--- src/hdl/hvq_pkg.sv ---
// Shared types, constants and helpers of the half-vector to unit quaternion block.
// Depends on nothing; every other file in hdl/ refers to it by scoped names.
package hvq_pkg;

	typedef struct packed {
		logic [15:0] vec_x_half;
		logic [15:0] vec_y_half;
		logic [15:0] vec_z_half;
	} vec_t;

	typedef struct packed {
		logic [31:0] quat_x;
		logic [31:0] quat_y;
		logic [31:0] quat_z;
		logic [31:0] quat_w;
	} quat_t;

	localparam int FX_W    = 83;
	localparam int FX_FRAC = 48;
	localparam logic [FX_W-1:0] FX_ONE = FX_W'(1) << FX_FRAC;

	typedef struct packed {
		logic [7:0]  ex;
		logic [23:0] man;
	} ufl_t;

	typedef struct packed {
		logic [FX_W-1:0] val;
		ufl_t            fl;
	} rnd_t;

	localparam int RND_LAT   = 3;
	localparam int SQRT_BITS = 26;
	localparam int SQRT_LAT  = SQRT_BITS + 2;
	localparam int DIV_BITS  = 25;
	localparam int DIV_LAT   = DIV_BITS + 2;

	localparam logic [31:0] QNAN_NEG  = 32'hffc00000;
	localparam logic [31:0] QUIET_BIT = 32'h00400000;
	localparam logic [4:0]  H_EXP_MAX = 5'h1f;

	function automatic logic [31:0] half_to_single(input logic [15:0] h);
		logic [4:0]  e;
		logic [9:0]  f;
		logic [3:0]  p;
		logic [31:0] r;
		e = h[14:10];
		f = h[9:0];
		p = '0;
		for (int i = 0; i < 10; i++) begin
			if (f[i]) p = 4'(i);
		end
		if (e == 5'd0) begin
			if (f == 10'd0) r = {h[15], 31'd0};
			else r = {h[15], 8'(p) + 8'd103, 23'({f, 13'd0} << (4'd10 - p))};
		end else if (e == H_EXP_MAX) begin
			r = {h[15], 8'hff, f, 13'd0};
		end else begin
			r = {h[15], 8'(e) + 8'd112, f, 13'd0};
		end
		return r;
	endfunction

endpackage

--- src/hdl/hvq_div.sv ---
// Pipelined single-precision divide by a positive normal divisor, one quotient bit per stage.
// Dividend is a finite normal or signed zero; rounding is nearest-even; uses hvq_pkg.
module hvq_div (
	input  logic          clk,
	input  logic [31:0]   num,
	input  hvq_pkg::ufl_t den,
	output logic [31:0]   quo
);
	localparam int N = hvq_pkg::DIV_BITS;

	logic [24:0] r_q    [0:N];
	logic [N-1:0] q_q   [0:N];
	logic [23:0] mn_q   [0:N];
	logic [9:0]  e_q    [0:N];
	logic        zero_q [0:N];
	logic        sgn_q  [0:N];
	logic [31:0] quo_s;

	logic        lt_c;
	logic [23:0] keep_c;
	logic        inc_c;
	logic [24:0] sum_c;
	logic [9:0]  ex_c;

	assign lt_c = {1'b1, num[22:0]} < den.man;

	always_ff @(posedge clk) begin
		r_q[0]    <= lt_c ? {1'b1, num[22:0], 1'b0} : {1'b0, 1'b1, num[22:0]};
		q_q[0]    <= '0;
		mn_q[0]   <= den.man;
		e_q[0]    <= {2'b00, num[30:23]} - {2'b00, den.ex} + (lt_c ? 10'd126 : 10'd127);
		zero_q[0] <= (num[30:0] == 31'd0);
		sgn_q[0]  <= num[31];
	end

	genvar k;
	generate
		for (k = 1; k <= N; k++) begin : g_it
			logic        ge;
			logic [24:0] rn;
			assign ge = r_q[k-1] >= {1'b0, mn_q[k-1]};
			assign rn = ge ? r_q[k-1] - {1'b0, mn_q[k-1]} : r_q[k-1];
			always_ff @(posedge clk) begin
				r_q[k]    <= {rn[23:0], 1'b0};
				q_q[k]    <= {q_q[k-1][N-2:0], ge};
				mn_q[k]   <= mn_q[k-1];
				e_q[k]    <= e_q[k-1];
				zero_q[k] <= zero_q[k-1];
				sgn_q[k]  <= sgn_q[k-1];
			end
		end
	endgenerate

	always_comb begin
		keep_c = q_q[N][N-1:1];
		inc_c  = q_q[N][0] & ((|r_q[N]) | keep_c[0]);
		sum_c  = {1'b0, keep_c} + 25'(inc_c);
		ex_c   = e_q[N] + 10'(sum_c[24]);
	end

	always_ff @(posedge clk) begin
		if (zero_q[N]) quo_s <= {sgn_q[N], 31'd0};
		else quo_s <= {sgn_q[N], ex_c[7:0], sum_c[24] ? 23'd0 : sum_c[22:0]};
	end

	assign quo = quo_s;
endmodule

--- config.mk ---
export PLATFORM = sky130hd
export DESIGN_NAME = hvq_div
export DESIGN_NICKNAME = d
export VERILOG_FILES = /design/src/hdl/hvq_pkg.sv /design/src/hdl/hvq_div.sv
export SDC_FILE = /design/constraint.sdc
export NUM_CORES = 2
export LEC_CHECK = 0
export BUFFER_PORTS_ARGS = -buffer_cell sky130_fd_sc_hd__buf_2
export CORE_AREA = 2 2 413 415
export CTS_BUF_LIST = sky130_fd_sc_hd__clkbuf_4 sky130_fd_sc_hd__clkbuf_8
export CTS_CLUSTER_DIAMETER = 60
export CTS_CLUSTER_SIZE = 8
export DETAILED_ROUTE_END_ITERATION = 12
export DIE_AREA = 0 0 415 417
export PLACE_DENSITY = 0.65
export SLEW_MARGIN = 10
export SYNTH_ARGS = -nofsm -noshare
export SYNTH_HDL_FRONTEND = slang
export SYNTH_SLANG_ARGS = --single-unit
--- constraint.sdc ---
create_clock -name clk -period 3.41 [get_ports clk]
set_clock_uncertainty 0.05 [all_clocks]
set_input_delay 0.341 -clock clk [delete_from_list [all_inputs] [get_ports clk]]
set_output_delay 0.341 -clock clk [all_outputs]
set_load 0.01 [all_outputs]
* After elaboration in Yosys (flattened, before gate mapping)
Memory sizes are Yosys's and may differ from the RTL's. A register that Yosys moved wholly into a read port is not among the register bits.
Index checks and enable logic that the tools add are counted.
** Storage, ports and cells
- Register bits :: 31
- Memory bits (writable) :: 2236
- Input bits :: 65
- Output and inout port bits :: 32
- Word-level logic and storage cells :: 95
- Memories kept :: 6
** Memory list
- q_q :: depth 26, width 25, rd ports 26, clocked after Yosys merged registers in 0, wr ports 26, RTL line hvq_div.sv:12 : logic [N-1:0] q_q [0:N];
- r_q :: depth 26, width 25, rd ports 26, clocked after Yosys merged registers in 0, wr ports 26, RTL line hvq_div.sv:11 : logic [24:0] r_q [0:N];
- mn_q :: depth 26, width 24, rd ports 25, clocked after Yosys merged registers in 0, wr ports 26, RTL line hvq_div.sv:13 : logic [23:0] mn_q [0:N];
- e_q :: depth 26, width 10, rd ports 26, clocked after Yosys merged registers in 0, wr ports 26, RTL line hvq_div.sv:14 : logic [9:0] e_q [0:N];
- sgn_q :: depth 26, width 1, rd ports 26, clocked after Yosys merged registers in 1, wr ports 26, RTL line hvq_div.sv:16 : logic sgn_q [0:N];
- zero_q :: depth 26, width 1, rd ports 26, clocked after Yosys merged registers in 0, wr ports 26, RTL line hvq_div.sv:15 : logic zero_q [0:N];
** Operators by class
- $add $sub $neg :: 29
- $lt $le $gt $ge :: 26
- Multiplexer cells :: 27
- Bitwise gates (word level) :: 2
- Reductions and logical operators :: 3
** Operators with widths (count)
- $ge 25x24->1 :: 25
- $mux 24 :: 25
- $sub 24x24->24 :: 25
- $logic_not 31->1 :: 1
- $add 24x1->25 :: 1
- $mux 25 :: 1
- $reduce_or 25->1 :: 1
- $lt 24x24->1 :: 1
- $add 9x8->10 :: 1
- $sub 8x8->9 :: 1
- $add 8x1->8 :: 1
- $reduce_or 2->1 :: 1
- $and 1x1->1 :: 1
- $mux 1 :: 1
- $or 1x1->1 :: 1

* Depth between registers and ports, before layout
An unclocked memory read counts as a cell.
- Word-level depth :: 6
- Gate-level depth with buffers :: 18
- Gate-level depth less buffers :: 17

* Least setup slack after synthesis
OpenSTA, ideal clock, no wires.
- Kind :: register to register
- Start point :: memory mn_q[1][1]
- End point :: memory r_q[2][7], in the netlist r_q[0][57]
- Setup time :: 121 ps
- Data arrival time :: 2994 ps
- Required time :: 3239 ps
- Setup slack :: 245 ps
- Cell stages (with the launch flop) :: 14
- Path buffers :: 1
- Clock period less this slack :: 3165 ps
- Cells stage by stage :: dfxtp_1 -> inv_1 -> ha_1 -> nor2b_1 -> o21a_1 -> o21ai_0 -> a21oi_1 -> o21ai_1 -> a31oi_1 -> a41oi_2 -> nand3_1 -> a311oi_2 -> buf_4 -> mux2_2
** RTL lines (RTL line)
- start: declaration :: hvq_div.sv:13
- end: declaration :: hvq_div.sv:11

==> reports/results.tsv <==
metric	value	unit
vias in the first global route	53500	
RR Endpoint	r_q[1][48]	
CTS max path bufs	4	
register area share after synthesis	49.0	%
Reg2Reg Launch Point	mn_q[16][1]	
required time of the critical path	4.25	ns
WL/cell	16.3	µm
placed cells	9969	
status	finished, final reports clean	
post-synth net total	8207	
gr ovfl total	0	
kind of critical path	in -> reg	
post-route cell area	86400	µm²
synthesized cell area	75300	µm²
Worst-Skew Late Latency	1.02	ns
TNS Setup	0	ns
Hold Crit Start	num[8]	
Leak	39.9	nW
Yosys warning total	0	
Hold Path Cell Cnt	3	
final hold violations	0	
detailed-route DRC error count	0	
Clock Tree Root	clkbuf_8	
Main synth FF type	dfxtp_1	
Worst-Margin Slew	0.901	ns
Crit-path slowest cell	dlygate4sd3_1	
Post-Route WL	170000	µm
vias per cell	5.10	
Nets	8890	
Syn Inst Count	7482	
Post-synth EDFFs	0	
Die Area	173000	µm²
placer congestion estimate	0.906	
row count	151	
CP Max Fanout	4	
asr flop ratio synth	0	%
flops & latches, synth	1842	
Global Route Usage Sum	19.3	%
CTS tree	built	
fin crit share	99.2	%
DP Wirelength	130000	µm
CP max stage delay	0.56	ns
fin util	51.3	%
crit path cell chain	dlygate4sd3_1 > buf_2 > ha_1 > a21o_1 > a21o_1 > a21oi_1 > o211ai_1 > a221oi_2 > buf_4 > o31ai_4 > ha_1 > inv_1 > nand3_1 > dlygate4sd3_1 > nand2_1 > dlygate4sd3_1 > nand2_1	
relative slew slack	39.1	%
pwr dens	1060	nW/µm²
initial antenna violation count	3	
Cell variety after synth	89	
fin crit period	3.38	ns
via count	53100	
initial DRC count	2739	
Die Span Y	417	µm
clock buffer count from CTS	284	
clk sink count	1842	
Reg2Reg Setup Slack	0.13	ns
Die W	415	µm
Pins Over Slew Limit	0	
CTS H-tree depth	5	
reg2reg path depth	14	
commonest non-fill, non-tap cell in the layout	dfxtp_1	
Syn Area/Cell	10.1	µm²
Placeable Area	169000	µm²
hold endpoint	r_q[0][9]	
final setup fails	0	
drt first pass iters	6	
HP Class	in -> reg	
highest-count cells in the layout ignoring fill and taps	dfxtp_1 (1,841), inv_1 (797), ha_1 (633), a21oi_1 (610), nor2_1 (464)	
Crit. Startpoint	num[13]	
Antenna Nets Post-Route	0	
Final Instance Count excl. Fillers	10400	
Hold WS	0.110	ns
f_max	296	MHz
CP startpoint kind	primary input	
biggest area consumer among synthesized cells	dfxtp_1	
Yosys top cell area share	49.0	%
area growth from synthesis to layout	14.7	%
Reg clk slew, reported paths	0.06	ns
first-pass GRT wire length	272000	µm
Port Buffers	96	
fraction of layout instances using a drive strength above 1	14.0	%
MaxCap Viol Count	0	
Starting Density	44.7	%
DP Area	80600	µm²
Critical Path AT	4.22	ns
worst vdd ir	871	µV
largest net degree at the start of global routing	40	
io pins	97	
CP Capture Type	flip-flop	
Area contributors post-synth	dfxtp_1 (49%), ha_1 (11%), mux2_2 (4.8%), a21oi_1 (4.1%), inv_1 (4.0%)	
crit-path most repeated cell	dlygate4sd3_1	
==> cell families (layout without fill, tap and decap cells) <==
group                    count (synthesis)  count (layout)  synth area share (%)
adder cells (fa/ha/maj)                660             660                  11.2
AND/OR/NAND/NOR                       1480            1480                  9.49
buffers and inverters                  905            1615                  4.58
other                                    0               3                     0
XOR/XNOR                               524             524                  6.10
AO/OA/AOI/OAI                         1711            1711                  14.2
flip-flops                            1842            1842                  49.0
multiplexers                           360             360                  5.44
==> metal layers <==
metal | track usage [%] | part of all wire (%) | up-vias
met5 | 0 | 0 | -
met3 | 3.58 | 4.5 | 334
li1 | - | - | 27000
met4 | 7.74 | 3.4 | 0
met2 | 33.5 | 48 | 1114
met1 | 23.4 | 44 | 24700
==> cells in the mapped netlist (124+ instances only) <==
cell type	instances
inv_1	797
dfxtp_1	1842
nor2_1	466
xnor2_1	328
ha_1	634
nand2_1	328
nand3_1	124
o21ai_0	332
a21o_1	265
a21oi_1	617
mux2_2	324
xor2_1	196
==> worst max-delay path: cells and delay by family <==
family | cells | cell delay [ns]
compound gates | 6 | 1.05
fa+ha+maj | 2 | 0.55
buf+inv | 6 | 2.09
simple gates | 3 | 0.21
==> cell type report <==
class	count	area, µm²
Sequential cell	1842	36900
Inverter	797	2990
Clock inverter	10	104
Timing Repair Buffer	505	4180
Fill cell	15200	82100
Clock buffer	303	4130
Multi-Input combinational cell	4735	35300
Antenna cell	3	7.51
Tap cell	2218	2780
==> state kept, by name, summed over array words and instances (netlist names) <==
name,cells
sgn_q,26
e_q,208
q_q,325
quo,32
mn_q,600
r_q,625
zero_q,26
==> worst max-delay path by stage <==
stage,to,slack (ns)
2_1_floorplan,r_q[0][57],0.24
3_3_place_gp,r_q[1][88],-0.30
3_5_place_dp,r_q[1][88],-0.37
4_1_cts,r_q[0][217],0.03
5_1_grt,r_q[1][48],-0.07
6_report,e_q[0][3],0.03
==> report_power, final <==
part | internal (mW) | leakage, nW | switching, mW
sequential | 28.8 | 15.5 | 3.66
clock | 7.88 | 2.20 | 7.61
combinational | 21.5 | 22.2 | 22.5
total | 58.1 | 39.9 | 33.8
==> per-stage QoR <==
stage	setup slack [ns]	power, mW
global route	-0.0689	98.9
global placement	-0.302	75.3
finish	0.0273	91.9
floorplan	0.245	63.2
CTS	0.0271	92.1
detailed placement	-0.370	75.8
==> what timing repair did <==
item                       4_1_cts  5_1_grt
buffers inserted                 0        9
resized for setup                8       68
pin swaps                        0       13
hold endpoints to repair        58        0
gates cloned                     0        2
hold buffers                   117        0
setup endpoints to repair       69      301
(Power assumes the default switching activity.)
