[config.mk]
export PLATFORM = sky130hd
export DESIGN_NAME = hvq_sqrt
export DESIGN_NICKNAME = d
export VERILOG_FILES = /design/src/hdl/hvq_pkg.sv /design/src/hdl/hvq_sqrt.sv
export SDC_FILE = /design/constraint.sdc
export NUM_CORES = 2
export LEC_CHECK = 0
export BUFFER_PORTS_ARGS = -buffer_cell sky130_fd_sc_hd__buf_2
export CORE_MARGIN = 2
export CORE_UTILIZATION = 35
export DETAILED_ROUTE_END_ITERATION = 7
export SYNTH_ARGS = -nofsm -noshare
export SYNTH_HDL_FRONTEND = slang
export SYNTH_SLANG_ARGS = --single-unit
[constraint.sdc]
create_clock -name clk -period 9.7 [get_ports clk]
set_input_delay 0.97 -clock clk [delete_from_list [all_inputs] [get_ports clk]]
set_output_delay 0.97 -clock clk [all_outputs]
set_load 0.05 [all_outputs]
[src/hdl/hvq_pkg.sv]
// Shared types, constants and helpers of the half-vector to unit quaternion block.
// Depends on nothing; every other file in hdl/ refers to it by scoped names.
package hvq_pkg;

	typedef struct packed {
		logic [15:0] vec_x_half;
		logic [15:0] vec_y_half;
		logic [15:0] vec_z_half;
	} vec_t;

	typedef struct packed {
		logic [31:0] quat_x;
		logic [31:0] quat_y;
		logic [31:0] quat_z;
		logic [31:0] quat_w;
	} quat_t;

	localparam int FX_W    = 83;
	localparam int FX_FRAC = 48;
	localparam logic [FX_W-1:0] FX_ONE = FX_W'(1) << FX_FRAC;

	typedef struct packed {
		logic [7:0]  ex;
		logic [23:0] man;
	} ufl_t;

	typedef struct packed {
		logic [FX_W-1:0] val;
		ufl_t            fl;
	} rnd_t;

	localparam int RND_LAT   = 3;
	localparam int SQRT_BITS = 26;
	localparam int SQRT_LAT  = SQRT_BITS + 2;
	localparam int DIV_BITS  = 25;
	localparam int DIV_LAT   = DIV_BITS + 2;

	localparam logic [31:0] QNAN_NEG  = 32'hffc00000;
	localparam logic [31:0] QUIET_BIT = 32'h00400000;
	localparam logic [4:0]  H_EXP_MAX = 5'h1f;

	function automatic logic [31:0] half_to_single(input logic [15:0] h);
		logic [4:0]  e;
		logic [9:0]  f;
		logic [3:0]  p;
		logic [31:0] r;
		e = h[14:10];
		f = h[9:0];
		p = '0;
		for (int i = 0; i < 10; i++) begin
			if (f[i]) p = 4'(i);
		end
		if (e == 5'd0) begin
			if (f == 10'd0) r = {h[15], 31'd0};
			else r = {h[15], 8'(p) + 8'd103, 23'({f, 13'd0} << (4'd10 - p))};
		end else if (e == H_EXP_MAX) begin
			r = {h[15], 8'hff, f, 13'd0};
		end else begin
			r = {h[15], 8'(e) + 8'd112, f, 13'd0};
		end
		return r;
	endfunction

endpackage

[src/hdl/hvq_sqrt.sv]
// Pipelined single-precision square root, one root bit per stage, nearest-even.
// Takes a positive normal value or zero (significand bit 23 clear); uses hvq_pkg.
module hvq_sqrt (
	input  logic          clk,
	input  hvq_pkg::ufl_t arg,
	output logic [31:0]   root
);
	localparam int N    = hvq_pkg::SQRT_BITS;
	localparam int RW   = N + 2;
	localparam int RADW = 2 * N;

	logic [RADW-1:0] rad_q  [0:N];
	logic [RW-1:0]   rem_q  [0:N];
	logic [N-1:0]    root_q [0:N];
	logic [6:0]      hexp_q [0:N];
	logic            zero_q [0:N];
	logic [31:0]     root_s;

	logic [24:0] m25_c;
	logic [23:0] keep_c;
	logic        inc_c;
	logic [24:0] sum_c;
	logic [N-1:0] q_c;

	assign m25_c = arg.ex[0] ? {arg.man, 1'b0} : {1'b0, arg.man};

	always_ff @(posedge clk) begin
		rad_q[0]  <= RADW'({m25_c, 26'd0});
		rem_q[0]  <= '0;
		root_q[0] <= '0;
		hexp_q[0] <= arg.ex[7:1];
		zero_q[0] <= ~arg.man[23];
	end

	genvar k;
	generate
		for (k = 1; k <= N; k++) begin : g_it
			logic [RW+1:0] remx;
			logic [RW+1:0] trial;
			assign remx  = {rem_q[k-1], rad_q[k-1][RADW-1 -: 2]};
			assign trial = {2'b00, root_q[k-1], 2'b01};
			always_ff @(posedge clk) begin
				if (remx >= trial) begin
					rem_q[k]  <= RW'(remx - trial);
					root_q[k] <= {root_q[k-1][N-2:0], 1'b1};
				end else begin
					rem_q[k]  <= RW'(remx);
					root_q[k] <= {root_q[k-1][N-2:0], 1'b0};
				end
				rad_q[k]  <= rad_q[k-1] << 2;
				hexp_q[k] <= hexp_q[k-1];
				zero_q[k] <= zero_q[k-1];
			end
		end
	endgenerate

	always_comb begin
		q_c = root_q[N];
		if (q_c[N-1]) begin
			keep_c = q_c[N-1:2];
			inc_c  = q_c[1] & (q_c[0] | (|rem_q[N]) | keep_c[0]);
		end else begin
			keep_c = q_c[N-2:1];
			inc_c  = q_c[0] & ((|rem_q[N]) | keep_c[0]);
		end
		sum_c = {1'b0, keep_c} + 25'(inc_c);
	end

	always_ff @(posedge clk) begin
		if (zero_q[N]) begin
			root_s <= '0;
		end else begin
			root_s <= {1'b0,
				8'(hexp_q[N]) + (q_c[N-1] ? 8'd64 : 8'd63) + 8'(sum_c[24]),
				sum_c[24] ? 23'd0 : sum_c[22:0]};
		end
	end

	assign root = root_s;
endmodule

# ---- After elaboration in Yosys (flattened, before gate mapping)
# Memories as Yosys holds them, arrays and structs flattened.
# Cells that the tools add are included.
dict set report op_classes {
  mux 134
  n_reduce_logical 2
  magnitude_cmp 26
  bitwise_logic 58
  add_sub_neg 29
}
# cell count
set ops {}
lappend ops {{30-bit by 28-bit >= comparator with 1-bit output} 26}
lappend ops {{28-bit 2-to-1 mux} 26}
lappend ops {{28-bit subtractor} 26}
lappend ops {{26-bit 2-to-1 mux} 26}
lappend ops {{1-bit 2-to-1 mux} 79}
lappend ops {{1-bit bitwise OR} 55}
lappend ops {{28-bit OR reduction} 1}
lappend ops {{24-bit by 1-bit adder with 25-bit output} 1}
lappend ops {{25-bit 2-to-1 mux} 1}
lappend ops {{24-bit 2-to-1 mux} 1}
lappend ops {{7-bit by 7-bit adder with 8-bit output} 1}
lappend ops {{8-bit by 1-bit adder with 8-bit output} 1}
lappend ops {{7-bit 2-to-1 mux} 1}
lappend ops {{1-bit bitwise AND} 2}
lappend ops {{2-bit OR reduction} 1}
lappend ops {{1-bit inverter} 1}
dict set report word_totals {
  ram_bits 3024
  ff_bits 32
  inputBits 33
  n_memories 5
  word_cells 257
  out_inout_bits 32
}
# name depth width read_ports rd_ports_with_merged_regs write_ports line
set mem_list {}
lappend mem_list {rad_q 27 50 26 0 27 hvq_sqrt.sv:12} ;# logic [RADW-1:0] rad_q [0:N];
lappend mem_list {rem_q 27 28 27 0 27 hvq_sqrt.sv:13} ;# logic [RW-1:0] rem_q [0:N];
lappend mem_list {root_q 27 26 27 0 27 hvq_sqrt.sv:14} ;# logic [N-1:0] root_q [0:N];
lappend mem_list {hexp_q 27 7 27 0 27 hvq_sqrt.sv:15} ;# logic [6:0] hexp_q [0:N];
lappend mem_list {zero_q 27 1 27 0 27 hvq_sqrt.sv:16} ;# logic zero_q [0:N];

# ---- Logic depth before layout (Yosys ltp)
# An unclocked memory read counts as a cell.
dict set report logic_depth {
  word_depth 8
  ltp_mapped 24
  mapped_depth_nobuf 24
}

# ---- Worst setup path before layout
# Ideal clock, no wire load.
dict set report synth_timing {
  path_type {register to register}
  from {memory root_q[26][25] (netlist name)}
  to {register root_s[29], in the netlist root[29]}
  path_slack_ns 5.254
  stages_incl_launch_ff 25
  arrival_ns 4.319
  path_buffers 4
  required_ns 9.573
  setup_ns 0.127
  synth_period_minus_slack_ns 4.446
  path_cell_list {dfxtp_1 > buf_2 > buf_1 > clkbuf_1 > buf_1 > nand2_1 > nand2_1 > ha_1 > nand3_1 > nor2_1 > nand4_1 > nor2_1 > and4_1 > nand4_1 > nor2_1 > fa_1 > inv_1 > fa_1 > nor2b_1 > o21ai_0 > nand2b_1 > a21o_1 > a21oi_1 > xor2_1 > nor2_1}
}
# item line
set synth_lines {}
lappend synth_lines {{from (decl)} hvq_sqrt.sv:14}
lappend synth_lines {{to (signal assigned)} hvq_sqrt.sv:73} ;# root_s <= {1'b0,
lappend synth_lines {{to (decl)} hvq_sqrt.sv:17} ;# logic [31:0] root_s;

==> impl_metrics.env <==
export IMPL_die_w_um=405.7
export IMPL_clkSinkCount=1449
export IMPL_drc_errors=0
export IMPL_tightest_slew_ps=1218
export IMPL_num_io_pins=65
export IMPL_die_area_sq_mm=0.1646
export IMPL_grt_pass1_wl_um=177600
export IMPL_p_total_w=0.01654
export IMPL_fin_nets=6232
export IMPL_yosys_area_top_type="dfxtp_1"
export IMPL_vias_per_cell=4.713
export IMPL_status="finished, final reports clean"
export IMPL_path_max_fanout=51
export IMPL_initial_utilization=0.3521
export IMPL_routedWlPerCell_um=13.09
export IMPL_die_y_um=405.7
export IMPL_seq_area_sq_mm=0.02901
export IMPL_ys_flop_type="dfxtp_1"
export IMPL_end_kind="register"
export IMPL_cts_buffer_depth=3
export IMPL_overflow=0
export IMPL_first_pass_iters=5
export IMPL_cp_top_family="simple AND/OR/NAND/NOR gates"
export IMPL_reg2regPathDepth=23
export IMPL_num_rows=147
export IMPL_r2r_end="root[29]$_SDFF_PP0_"
export IMPL_synth_avg_cell_area_sq_um=9.910
export IMPL_grtUsageTotal=0.1286
export IMPL_synth_cell_types=89
export IMPL_fin_tns_setup_ps=0
export IMPL_ys_ff_latch=1449
export IMPL_drive_gt1_frac=0.07806
export IMPL_path_cells="buf_4, inv_2, nor2_1, o22a_1, ha_1, ha_1, nand3_1, nor2_1, nand4_1, nor2_1, and4_1, nand4_1, nor2_1, fa_1, inv_1, fa_1, nor2b_1, o21ai_0, nand2b_1, a21o_1, a21oi_1, xor2_1, nor2_1"
export IMPL_routed_wl_um=105900
export IMPL_ys_seq_area_frac=0.5137
export IMPL_hpwlAfterDp_um=79540
export IMPL_grt_pass1_vias=36800
export IMPL_core_area_sq_mm=0.1604
export IMPL_p_leak_nw=29.43
export IMPL_rsz0062_at_grt="no"
export IMPL_worstHoldStart="arg[29]"
export IMPL_finalMaxSlewViolations=0
export IMPL_hold_class="in2reg"
export IMPL_clk_pin_slew_ps=60
export IMPL_htreeDepth=4
export IMPL_endpoint="root[29]$_SDFF_PP0_"
export IMPL_n_fill_cell=15710
export IMPL_clock_root_buffer="clkbuf_16"
export IMPL_ir_drop_mv=0.1806
export IMPL_critPathBufInv=3
export IMPL_worstSetupStartpointType="register"
export IMPL_port_buffers=63
export IMPL_max_slew_margin=0.1857
export IMPL_yosysWarningCount=0
export IMPL_layout_min_cycle_time_ps=4617
export IMPL_cts_tree="built"
export IMPL_grt_max_degree=52
export IMPL_hold_viol=0
export IMPL_final_cell_mix="1448 x dfxtp_1, 467 x inv_1, 400 x nand2_1"
export IMPL_p_per_area_mw_per_mm2=257.6
export IMPL_layout_commonest_cell="dfxtp_1"
export IMPL_setup_violations=0
export IMPL_routabilityCongestion=0.8610
export IMPL_postCtsResizedCells=0
export IMPL_whs_ps=302.0
export IMPL_syn_area_sq_mm=0.05647
export IMPL_min_period_over_period=0.4760
export IMPL_ant_nets=0
export IMPL_worst_setup_path_type="reg2reg"
export IMPL_async_flop_share=0
export IMPL_multi_input_area_sq_mm=0.02532
export IMPL_r2r_setup_slack_ps=5080
export IMPL_postCtsHoldBufs=0
export IMPL_crit_top_cell="nor2_1"
export IMPL_r2r_start="root_q[26][25]$_DFF_P_"
export IMPL_slowest_stage="buf_4"
export IMPL_cap_violations=0
export IMPL_cpPeakStageDelay_ps=450
export IMPL_diodes=0
export IMPL_finClkSkew_ps=37.33
export IMPL_cp_arrival_ps=5250
export IMPL_setup_worst_path_start="root_q[26][25]$_DFF_P_"
export IMPL_drtIter0Drc=2073
export IMPL_area_growth_pct=13.70
export IMPL_grt_antenna_before_repair=0
export IMPL_post_cts_buffers=0
export IMPL_synth_top_area_share=0.5137
export IMPL_max_freq_mhz=216.6
export IMPL_syn_inst=5698
export IMPL_synthTopCellsByArea="dfxtp_1 51%, ha_1 8.0%, xnor2_1 4.5%"
export IMPL_clkLatencyLatePin_ps=760
export IMPL_vias=38130
export IMPL_cp_num_cells=23
export IMPL_critPathRequiredTime_ps=10330
export IMPL_cts_buffers=146
export IMPL_synth_edf_count=0
[stage by stage]
step	instances	area [sq um]	setup slack (ps)	utilization
after floorplan	5699	56470	5254	-
after global placement	7836	59260	5092	0.3695
after detailed placement	7836	59260	5083	0.3695
after CTS	8091	64200	5059	0.4003
after global routing	8091	64200	4575	0.4003
final	8091	64200	5083	0.4003
[final cells by class]
type,instances,share of cell area
sequential,1449,0.4518
multi-input combinational,3674,0.3944
clock buffer,199,0.06410
tap,2160,0.04209
inverter,471,0.02754
clock inverter,56,0.01292
timing repair buffer,82,0.007133
[synth_stat cells (all sizes together) (34+ instances only)]
cell,instances
nand4,34
nand2,400
o21bai,44
o21a,61
nor4,80
clkbuf,86
and3,37
or4,34
o31ai,41
a21oi,360
nand2b,54
nor2b,48
ha,360
xor2,269
inv,468
dfxtp,1449
a21o,136
nor3,139
or3,55
o21ai,293
xnor2,291
a211oi,41
nand3,84
mux2,103
nor2,397
[state kept, by name, indices dropped and copies added, names as in the netlist]
register and count:
hexp_q 189, rad_q 181, root_q 351, root 31, zero_q 27, rem_q 670
[how the worst min path moves through the flow]
stage / endpoint / cells after the start
finish: hexp_q[0][4]$_DFF_P_ / 1
global placement: hexp_q[0][78]$_DFF_P_ / 0
CTS: hexp_q[0][6]$_DFF_P_ / 1
detailed placement: hexp_q[0][101]$_DFF_P_ / 0
global route: hexp_q[0][3]$_DFF_P_ / 1
floorplan: hexp_q[0][100]$_DFF_P_ / 0
[per-layer routing]
layer / wire (um) / up-vias / GRT usage
met4: 2210 / 0 / 0.03887
met5: 0 / - / 0
li1: - / 19730 / -
met1: 50000 / 17640 / 0.1652
met2: 49640 / 594 / 0.2178
met3: 4066 / 176 / 0.02418
[where the power goes]
group / internal [W] / total [W] / switching [W]
logic: 0.00142 / 0.00313 / 0.00171
registers: 0.00699 / 0.00770 / 0.000712
clock network: 0.00341 / 0.00570 / 0.00229
total: 0.0118 / 0.0165 / 0.00471
[kinds of logic (layout without fill, tap and decap cells)]
logic type / after synthesis / in the layout / share of synthesized area
adders and majority gates: 375 / 375 / 0.08508
buffers and inverters: 576 / 808 / 0.03869
AOI/OAI and AO/OA: 1147 / 1147 / 0.1261
muxes: 116 / 116 / 0.02284
xor gates and xnor gates: 560 / 560 / 0.08686
DFF: 1449 / 1449 / 0.5137
other: 1 / 2 / 0.00006641
and+or+nand+nor: 1474 / 1474 / 0.1267
(Power assumes the default switching activity.)
